===== config.mk =====
export PLATFORM = sky130hd
export DESIGN_NAME = line_editor_word_wrap_unit
export DESIGN_NICKNAME = d
export VERILOG_FILES = /design/src/rtl/core/lew_pkg.sv /design/src/rtl/core/line_editor_word_wrap_unit.sv
export SDC_FILE = /design/constraint.sdc
export NUM_CORES = 1
export LEC_CHECK = 0
export BUFFER_PORTS_ARGS = -buffer_cell sky130_fd_sc_hd__buf_2
export CORE_ASPECT_RATIO = 1.5
export CORE_MARGIN = 8
export CORE_UTILIZATION = 60
export CTS_BUF_LIST = sky130_fd_sc_hd__clkbuf_2
export DETAILED_ROUTE_END_ITERATION = 16
export HOLD_SLACK_MARGIN = 0.06
export PLACE_DENSITY = 0.79
export SLEW_MARGIN = 40
export SYNTH_ARGS = -nofsm -noshare
export SYNTH_HDL_FRONTEND = slang
export SYNTH_SLANG_ARGS = --single-unit

===== constraint.sdc =====
create_clock -name clk -period 8.65 [get_ports clk]
set_input_delay 0.865 -clock clk [delete_from_list [all_inputs] [get_ports clk]]
set_output_delay 0.865 -clock clk [all_outputs]
set_load 0.02 [all_outputs]

===== src/rtl/core/lew_pkg.sv =====
// Package for the line editor with word wrap.
// Holds the line size, byte codes, register indexes, state types and the
// redraw header table. No dependencies.
`default_nettype none

package lew_pkg;

  localparam int LINE_WIDTH = 40;
  localparam int LEN_W      = $clog2(LINE_WIDTH + 1);
  localparam int ADDR_W     = $clog2(LINE_WIDTH);
  localparam int HC_W       = 3;
  localparam int CFG_IDX_W  = 2;

  localparam logic [7:0] CHAR_NUL     = 8'd0;
  localparam logic [7:0] CHAR_BELL    = 8'd7;
  localparam logic [7:0] CHAR_NL      = 8'd10;
  localparam logic [7:0] CHAR_CR      = 8'd13;
  localparam logic [7:0] CHAR_ESC     = 8'd27;
  localparam logic [7:0] CHAR_SPACE   = 8'd32;
  localparam logic [7:0] CHAR_LBRACK  = 8'd91;
  localparam logic [7:0] CHAR_K       = 8'd75;
  localparam logic [7:0] PRINT_LO     = 8'd32;
  localparam logic [7:0] PRINT_HI     = 8'd126;

  localparam logic [7:0] ERASE_RESET  = 8'd127;
  localparam logic [7:0] KILL_RESET   = 8'd21;
  localparam logic [7:0] WERASE_RESET = 8'd23;
  localparam logic [7:0] EOF_RESET    = 8'd4;

  localparam logic [CFG_IDX_W-1:0] CFG_ERASE  = 2'd0;
  localparam logic [CFG_IDX_W-1:0] CFG_KILL   = 2'd1;
  localparam logic [CFG_IDX_W-1:0] CFG_WERASE = 2'd2;
  localparam logic [CFG_IDX_W-1:0] CFG_EOF    = 2'd3;

  localparam logic [HC_W-1:0] HC_K_POS    = 3'd3;
  localparam logic [HC_W-1:0] HC_KILL_END = 3'd4;

  typedef enum logic [3:0] {
    ST_IDLE,
    ST_SCAN_RD,
    ST_SCAN_CHK,
    ST_HDR,
    ST_BODY_RD,
    ST_BODY_EM,
    ST_NL,
    ST_TAIL_RD,
    ST_TAIL_EM,
    ST_ONE
  } state_t;

  typedef enum logic [1:0] {
    MODE_REDRAW,
    MODE_KILL,
    MODE_WERASE,
    MODE_WRAP
  } mode_t;

  function automatic logic [7:0] hdr_byte(input logic [HC_W-1:0] hc);
    logic [7:0] b;
    case (hc)
      3'd0: b = CHAR_CR;
      3'd1: b = CHAR_ESC;
      3'd2: b = CHAR_LBRACK;
      3'd3: b = CHAR_K;
      default: b = CHAR_CR;
    endcase
    return b;
  endfunction

endpackage

`default_nettype wire


===== src/rtl/core/line_editor_word_wrap_unit.sv =====
// Line editor with word wrap: keeps one line of printable characters and
// emits terminal bytes for each typed byte but an erase on an empty line. Uses lew_pkg.
// A single-byte reply passes the state register and then the output register
// after the item is taken; each stored character that is redrawn, scanned or
// moved goes through the registered read of the line memory.
// Items are taken one at a time: in_stall is high while the unit is not idle,
// and out_stall can hold each output byte.
// Reset (rst, synchronous): empty line, registers at their defaults, idle.
`default_nettype none

module line_editor_word_wrap_unit (
  input  wire logic                          clk,
  input  wire logic                          rst,
  input  wire logic                          cfg_write,
  input  wire logic [lew_pkg::CFG_IDX_W-1:0] cfg_index,
  input  wire logic [7:0]                    cfg_data,
  input  wire logic                          in_valid,
  output logic                               in_stall,
  input  wire logic [7:0]                    in_char,
  output logic                               out_valid,
  input  wire logic                          out_stall,
  output logic [7:0]                         out_byte,
  output logic                               end_of_input,
  output logic                               last_of_run
);

  localparam int LW = lew_pkg::LEN_W;
  localparam int AW = lew_pkg::ADDR_W;
  localparam logic [LW-1:0] FULL = LW'(lew_pkg::LINE_WIDTH);

  logic [7:0] erase_char, kill_char, word_erase_char, eof_char;

  lew_pkg::state_t state, state_next;
  lew_pkg::mode_t  mode, mode_next;
  logic [LW-1:0] len, len_next;
  logic [LW-1:0] idx, idx_next;
  logic [LW-1:0] cnt, cnt_next;
  logic [LW-1:0] kpos, kpos_next;
  logic [lew_pkg::HC_W-1:0] hc, hc_next;
  logic phase, phase_next;
  logic [7:0] pend, pend_next;
  logic pend_end, pend_end_next;

  logic [7:0] line_mem [lew_pkg::LINE_WIDTH];
  logic [7:0] rdata;
  logic mem_we, rd_en;
  logic [AW-1:0] waddr, raddr;
  logic [7:0] wdata;

  logic out_load, load_end, load_last, free, is_space, body_end, hdr_last;
  logic [7:0] load_byte;
  logic [LW-1:0] idx_dec, idx_inc, tail_sum;

  always_ff @(posedge clk) begin
    if (rst) begin
      erase_char      <= lew_pkg::ERASE_RESET;
      kill_char       <= lew_pkg::KILL_RESET;
      word_erase_char <= lew_pkg::WERASE_RESET;
      eof_char        <= lew_pkg::EOF_RESET;
    end else if (cfg_write) begin
      case (cfg_index)
        lew_pkg::CFG_ERASE:  erase_char      <= cfg_data;
        lew_pkg::CFG_KILL:   kill_char       <= cfg_data;
        lew_pkg::CFG_WERASE: word_erase_char <= cfg_data;
        lew_pkg::CFG_EOF:    eof_char        <= cfg_data;
        default: ;
      endcase
    end
  end

  always_ff @(posedge clk) begin
    if (mem_we) begin
      line_mem[waddr] <= wdata;
    end
    if (rd_en) begin
      rdata <= line_mem[raddr];
    end
  end

  always_ff @(posedge clk) begin
    if (rst) begin
      state    <= lew_pkg::ST_IDLE;
      mode     <= lew_pkg::MODE_REDRAW;
      len      <= '0;
      idx      <= '0;
      cnt      <= '0;
      kpos     <= '0;
      hc       <= '0;
      phase    <= 1'b0;
      pend_end <= 1'b0;
    end else begin
      state    <= state_next;
      mode     <= mode_next;
      len      <= len_next;
      idx      <= idx_next;
      cnt      <= cnt_next;
      kpos     <= kpos_next;
      hc       <= hc_next;
      phase    <= phase_next;
      pend_end <= pend_end_next;
    end
    pend <= pend_next;
  end

  always_ff @(posedge clk) begin
    if (rst) begin
      out_valid <= 1'b0;
    end else if (out_load) begin
      out_valid <= 1'b1;
    end else if (!out_stall) begin
      out_valid <= 1'b0;
    end
    if (out_load) begin
      out_byte     <= load_byte;
      end_of_input <= load_end;
      last_of_run  <= load_last;
    end
  end

  assign in_stall = (state != lew_pkg::ST_IDLE);
  assign free     = !out_valid || !out_stall;
  assign is_space = (rdata == lew_pkg::CHAR_SPACE);
  assign idx_dec  = idx - 1'b1;
  assign idx_inc  = idx + 1'b1;
  assign tail_sum = kpos + idx;
  assign body_end = (idx_inc == cnt);
  assign hdr_last = ((mode == lew_pkg::MODE_KILL) && (hc == lew_pkg::HC_KILL_END)) ||
                    ((mode == lew_pkg::MODE_REDRAW) && (hc == lew_pkg::HC_K_POS) &&
                     (cnt == '0));

  always_comb begin
    state_next    = state;
    mode_next     = mode;
    len_next      = len;
    idx_next      = idx;
    cnt_next      = cnt;
    kpos_next     = kpos;
    hc_next       = hc;
    phase_next    = phase;
    pend_next     = pend;
    pend_end_next = pend_end;
    mem_we        = 1'b0;
    waddr         = '0;
    wdata         = '0;
    rd_en         = 1'b0;
    raddr         = '0;
    out_load      = 1'b0;
    load_byte     = '0;
    load_end      = 1'b0;
    load_last     = 1'b0;

    case (state)
      lew_pkg::ST_IDLE: begin
        if (in_valid) begin
          pend_next     = in_char;
          pend_end_next = 1'b0;
          hc_next       = '0;
          if (in_char == erase_char) begin
            if (len != '0) begin
              len_next   = len - 1'b1;
              cnt_next   = len - 1'b1;
              mode_next  = lew_pkg::MODE_REDRAW;
              state_next = lew_pkg::ST_HDR;
            end
          end else if (in_char == kill_char) begin
            len_next   = '0;
            mode_next  = lew_pkg::MODE_KILL;
            state_next = lew_pkg::ST_HDR;
          end else if (in_char == word_erase_char) begin
            idx_next   = len;
            phase_next = 1'b0;
            mode_next  = lew_pkg::MODE_WERASE;
            state_next = lew_pkg::ST_SCAN_RD;
          end else if ((in_char == eof_char) && (len == '0)) begin
            pend_next     = lew_pkg::CHAR_NUL;
            pend_end_next = 1'b1;
            state_next    = lew_pkg::ST_ONE;
          end else if (in_char == lew_pkg::CHAR_NL) begin
            len_next   = '0;
            state_next = lew_pkg::ST_ONE;
          end else if (in_char inside {[lew_pkg::PRINT_LO:lew_pkg::PRINT_HI]}) begin
            if (len >= FULL) begin
              idx_next   = FULL;
              mode_next  = lew_pkg::MODE_WRAP;
              state_next = lew_pkg::ST_SCAN_RD;
            end else begin
              mem_we     = 1'b1;
              waddr      = len[AW-1:0];
              wdata      = in_char;
              len_next   = len + 1'b1;
              state_next = lew_pkg::ST_ONE;
            end
          end else begin
            pend_next  = lew_pkg::CHAR_BELL;
            state_next = lew_pkg::ST_ONE;
          end
        end
      end

      lew_pkg::ST_SCAN_RD: begin
        if (idx == '0) begin
          if (mode == lew_pkg::MODE_WERASE) begin
            if (phase) begin
              len_next = '0;
              cnt_next = '0;
            end else begin
              cnt_next = len;
            end
            hc_next    = '0;
            mode_next  = lew_pkg::MODE_REDRAW;
            state_next = lew_pkg::ST_HDR;
          end else begin
            kpos_next  = '0;
            state_next = lew_pkg::ST_NL;
          end
        end else begin
          rd_en      = 1'b1;
          raddr      = idx_dec[AW-1:0];
          state_next = lew_pkg::ST_SCAN_CHK;
        end
      end

      lew_pkg::ST_SCAN_CHK: begin
        if (mode == lew_pkg::MODE_WERASE) begin
          if (!phase) begin
            idx_next = idx_dec;
            if (!is_space) begin
              phase_next = 1'b1;
            end
            state_next = lew_pkg::ST_SCAN_RD;
          end else if (!is_space) begin
            idx_next   = idx_dec;
            state_next = lew_pkg::ST_SCAN_RD;
          end else begin
            len_next   = idx;
            cnt_next   = idx;
            hc_next    = '0;
            mode_next  = lew_pkg::MODE_REDRAW;
            state_next = lew_pkg::ST_HDR;
          end
        end else begin
          if (is_space) begin
            kpos_next  = idx;
            cnt_next   = idx;
            hc_next    = '0;
            state_next = lew_pkg::ST_HDR;
          end else begin
            idx_next   = idx_dec;
            state_next = lew_pkg::ST_SCAN_RD;
          end
        end
      end

      lew_pkg::ST_HDR: begin
        if (free) begin
          out_load  = 1'b1;
          load_byte = lew_pkg::hdr_byte(hc);
          load_last = hdr_last;
          if (hdr_last) begin
            state_next = lew_pkg::ST_IDLE;
          end else if ((hc == lew_pkg::HC_K_POS) && (mode != lew_pkg::MODE_KILL)) begin
            idx_next   = '0;
            state_next = lew_pkg::ST_BODY_RD;
          end else begin
            hc_next = hc + 1'b1;
          end
        end
      end

      lew_pkg::ST_BODY_RD: begin
        rd_en      = 1'b1;
        raddr      = idx[AW-1:0];
        state_next = lew_pkg::ST_BODY_EM;
      end

      lew_pkg::ST_BODY_EM: begin
        if (free) begin
          out_load  = 1'b1;
          load_byte = rdata;
          load_last = (mode == lew_pkg::MODE_REDRAW) && body_end;
          idx_next  = idx_inc;
          if (!body_end) begin
            state_next = lew_pkg::ST_BODY_RD;
          end else if (mode == lew_pkg::MODE_REDRAW) begin
            state_next = lew_pkg::ST_IDLE;
          end else begin
            state_next = lew_pkg::ST_NL;
          end
        end
      end

      lew_pkg::ST_NL: begin
        if (free) begin
          out_load  = 1'b1;
          load_byte = lew_pkg::CHAR_NL;
          if (kpos == '0) begin
            mem_we     = 1'b1;
            waddr      = '0;
            wdata      = pend;
            len_next   = LW'(1);
            state_next = lew_pkg::ST_ONE;
          end else begin
            idx_next   = '0;
            state_next = lew_pkg::ST_TAIL_RD;
          end
        end
      end

      lew_pkg::ST_TAIL_RD: begin
        if (tail_sum == FULL) begin
          mem_we     = 1'b1;
          waddr      = idx[AW-1:0];
          wdata      = pend;
          len_next   = idx_inc;
          state_next = lew_pkg::ST_ONE;
        end else begin
          rd_en      = 1'b1;
          raddr      = tail_sum[AW-1:0];
          state_next = lew_pkg::ST_TAIL_EM;
        end
      end

      lew_pkg::ST_TAIL_EM: begin
        if (free) begin
          out_load   = 1'b1;
          load_byte  = rdata;
          mem_we     = 1'b1;
          waddr      = idx[AW-1:0];
          wdata      = rdata;
          idx_next   = idx_inc;
          state_next = lew_pkg::ST_TAIL_RD;
        end
      end

      lew_pkg::ST_ONE: begin
        if (free) begin
          out_load   = 1'b1;
          load_byte  = pend;
          load_end   = pend_end;
          load_last  = 1'b1;
          state_next = lew_pkg::ST_IDLE;
        end
      end

      default: begin
        state_next = lew_pkg::ST_IDLE;
      end
    endcase
  end

endmodule

`default_nettype wire

==> run summary <==
clk sinks -> 414
post-route antenna net violation count -> 0
non-filler cells, final -> 2324
syn_area_per_cell -> 10.9 sq um
commonest non-fill, non-tap cells in the layout -> 346 x edfxtp_1, 333 x nand2_1, 134 x nor2_1
clock root buffer -> clkbuf_2
fraction of registers with async set or reset after synthesis -> 0%
area share of and/or/nand/nor cells after synthesis -> 18.8%
Comb pwr share -> 35.4%
number of I/O port buffers -> 34
internal power -> 3510 uW
final period demand of the worst path -> 4910 ps
IO Count -> 35
Die Y -> 236 um
Syn Inst Count -> 1784
Cell Area, Synth -> 0.0194 sq mm
Clock Pin Slew Worst Setup and Hold Paths -> 110 ps
outcome -> complete, no violations
Min Hold Slack -> 273 ps
number of global-route vias before repair -> 15111
kind of critical path -> register to register
Worst Tran Pin Value -> 863 ps
core box area -> 0.0322 sq mm
final hold vios -> 0
DRT Pass-1 Iters -> 8
RSZ-0062 raised after global routing -> no
R2R cell count -> 12
DRT iter0 DRCs -> 1428
Seq cells post-synth -> 414
CP max stage cell -> buf_4
final setup violation count -> 0
Leakage -> 0.00746 uW
most common cell after layout, fill and taps aside -> edfxtp_1
sum of negative setup slack -> 0 ps
Area growth syn-to-layout -> 7.62%
post-synth net total -> 1823
Routed WL per cell -> 23.9 um
antenna violations before repair -> 2
largest family of logic cells by synthesized area -> simple AND/OR/NAND/NOR gates
critical path's largest stage delay -> 730 ps
starting density of the core -> 60.3%
post-synthesis compound-gate area fraction -> 12.1%
Final HPWL DP -> 36800 um
row count -> 81
switching power -> 2340 uW
Clk pwr share -> 21.3%
Vias/cell -> 6.47
max-cap violation count -> 0
met2 WL post-DR -> 28400 um
Worst setup SP type -> register
synthesized-area fraction occupied by adder cells -> 1.07%
Crit path required time -> 9430 ps
Final Cell Area -> 0.0209 sq mm
CP Capture Type -> register
Metal-1 WL -> 19000 um
pins over their slew limit -> 0
Data arrival, critical path -> 5690 ps
Worst Hold Class -> primary input to register
area of the die -> 0.0385 sq mm
Post-DP Area -> 0.0200 sq mm
Power per Cell Area -> 279 mW/mm^2
Crit Path Max Fanout -> 73
highest routed layer -> met4
CTS H-tree lvls -> 3
DRT Wirelength -> 55600 um
grt ovf -> 0
DRC -> 0
clk_lat worst skew -> 1050 ps
cell mode on critical path -> buf_4
max_slew headroom -> 41.8%
top_reg_cell synth -> edfxtp_1
Min-Delay Path Depth -> 2
Critical Path, Cell by Cell -> inv_1 -> ha_1 -> nor2b_1 -> a211oi_4 -> buf_4 -> or2_4 -> buf_4 -> a211oi_1 -> a311oi_1 -> a311o_1 -> a21oi_1 -> nor4_1
Num CTS Buffers -> 92
CTS Buffer Depth -> 3
Syn. warnings -> 0
Placer Congestion -> 1.03
vias -> 15034
final critical-path share of the clock period -> 56.8%
XOR/XNOR Fraction of Synth Area -> 2.21%
met3 wire len -> 4570 um
CTS tree -> built
first-pass GRT wire length -> 84800 um
share of layout cells above drive strength 1 -> 13.0%
All-Layer GR Usage -> 28.8%
switching portion of total power -> 40.0%
post-CTS resize count -> 0
Max rail drop VDD -> 0.000155 V
post-synthesis sequential area ratio -> 60.4%
pin count of the biggest net entering global routing -> 74
mux share of post-synthesis cell area -> 2.19%
Post-synth EDFFs -> 346
placed cells -> 2146
Achievable Freq -> 204 MHz
clock skew -> 97.4 ps
final layout net count -> 1873
Chip Width -> 163 um
count of cell types in the netlist -> 78
Flop pwr share -> 43.3%
-- cells in the mapped netlist (8+ instances only) --
| library cell | n | share of area (%) |
|---|---|---|
| mux2i_1 | 38 | 2.0 |
| nand2b_1 | 10 | 0.32 |
| nor4_1 | 17 | 0.55 |
| and3_1 | 33 | 1.1 |
| dfxtp_1 | 68 | 7.0 |
| edfxtp_1 | 346 | 53 |
| nor3_1 | 26 | 0.67 |
| ha_1 | 15 | 0.97 |
| a311oi_1 | 38 | 1.7 |
| nand4_1 | 15 | 0.48 |
| inv_1 | 31 | 0.60 |
| nor2_1 | 137 | 2.6 |
| nand2_1 | 333 | 6.4 |
| nand3_1 | 119 | 3.1 |
| a211oi_1 | 38 | 1.5 |
| and2_1 | 11 | 0.35 |
| nor2b_1 | 20 | 0.64 |
| o21ai_0 | 38 | 0.98 |
| nand3b_1 | 10 | 0.39 |
| o21ai_1 | 8 | 0.21 |
| clkbuf_1 | 72 | 1.4 |
| xor2_1 | 31 | 1.4 |
| a21oi_1 | 72 | 1.9 |
| a221oi_1 | 11 | 0.50 |
| a311o_1 | 10 | 0.51 |
| or3_1 | 11 | 0.35 |
| nor3b_1 | 20 | 0.77 |
| a211o_1 | 16 | 0.72 |
| o21a_1 | 8 | 0.31 |
| xnor2_1 | 18 | 0.81 |
| buf_2 | 30 | 0.77 |
-- cells by family after synthesis --
group | count (synthesis)
xor+xnor | 49
buf+inv | 148
fa+ha+maj | 16
compound gates | 329
simple gates | 787
mux | 41
flops | 414
-- power by group through the flow --
stage | clock network [uW] | registers (uW) | logic, uW
after global placement | 0 | 2570 | 1960
after global routing | 1350 | 2540 | 2200
after floorplan | 0 | 2540 | 1330
after detailed placement | 0 | 2570 | 2010
after CTS | 1260 | 2520 | 2020
final | 1240 | 2530 | 2070
-- registers in the layout, indices dropped and copies added, names as in the netlist --
name             cells
out_valid            1
rdata                8
mode                 2
word_erase_char      8
phase                1
line_mem           320
out_byte             8
eof_char             8
last_of_run          1
state                4
len                  6
pend                 8
idx                  6
end_of_input         1
kpos                 6
erase_char           8
hc                   3
kill_char            8
pend_end             1
cnt                  6
-- per-stage QoR --
step	util, %	power, uW	worst slack (ps)
finish	64.9	5840	3740
detailed placement	61.9	4580	3670
CTS	64.9	5800	3850
global route	64.9	6100	3540
floorplan	-	3880	4740
global placement	61.7	4530	3620
-- critical path, delay by kind of cell (launching register included) --
| family | cells | cell delay (ps) |
|---|---|---|
| buffers and inverters | 3 | 1320 |
| AO/OA/AOI/OAI | 5 | 1070 |
| adder cells (fa/ha/maj) | 1 | 340 |
| flip-flops | 1 | 660 |
| AND/OR/NAND/NOR | 3 | 1180 |
-- worst paths after layout --
kind                      startpoint  slack (ps)            endpoint
setup / recovery              idx[1]        3740            rdata[6]
setup reg to reg              idx[1]        3740            rdata[6]
hold / removal            in_char[5]         270             pend[5]
hold reg to reg   word_erase_char[7]         490  word_erase_char[7]
-- what timing repair did --
item                      CTS  global route
hold buffers                8             0
hold endpoints to repair   17             0
setup buffers               0             0
-- layout make-up --
| type | instances | area (sq um) |
|---|---|---|
| well taps | 415 | 519 |
| clock inverters | 34 | 209 |
| inverters | 32 | 120 |
| clock buffers | 132 | 661 |
| fillers | 2542 | 11300 |
| repair buffers | 72 | 473 |
| diodes | 3 | 7.51 |
| flip-flops and latches | 414 | 11800 |
| multi-input cells | 1222 | 7190 |
-- layer usage --
| layer | up-vias | track usage (%) |
|---|---|---|
| met4 | 0 | 19.9 |
| met3 | 227 | 6.61 |
| met2 | 805 | 49.4 |
| met1 | 7227 | 30.8 |
| li1 | 6775 | - |
| met5 | - | 0 |
Note: power is estimated with default switching activity, not from simulation.
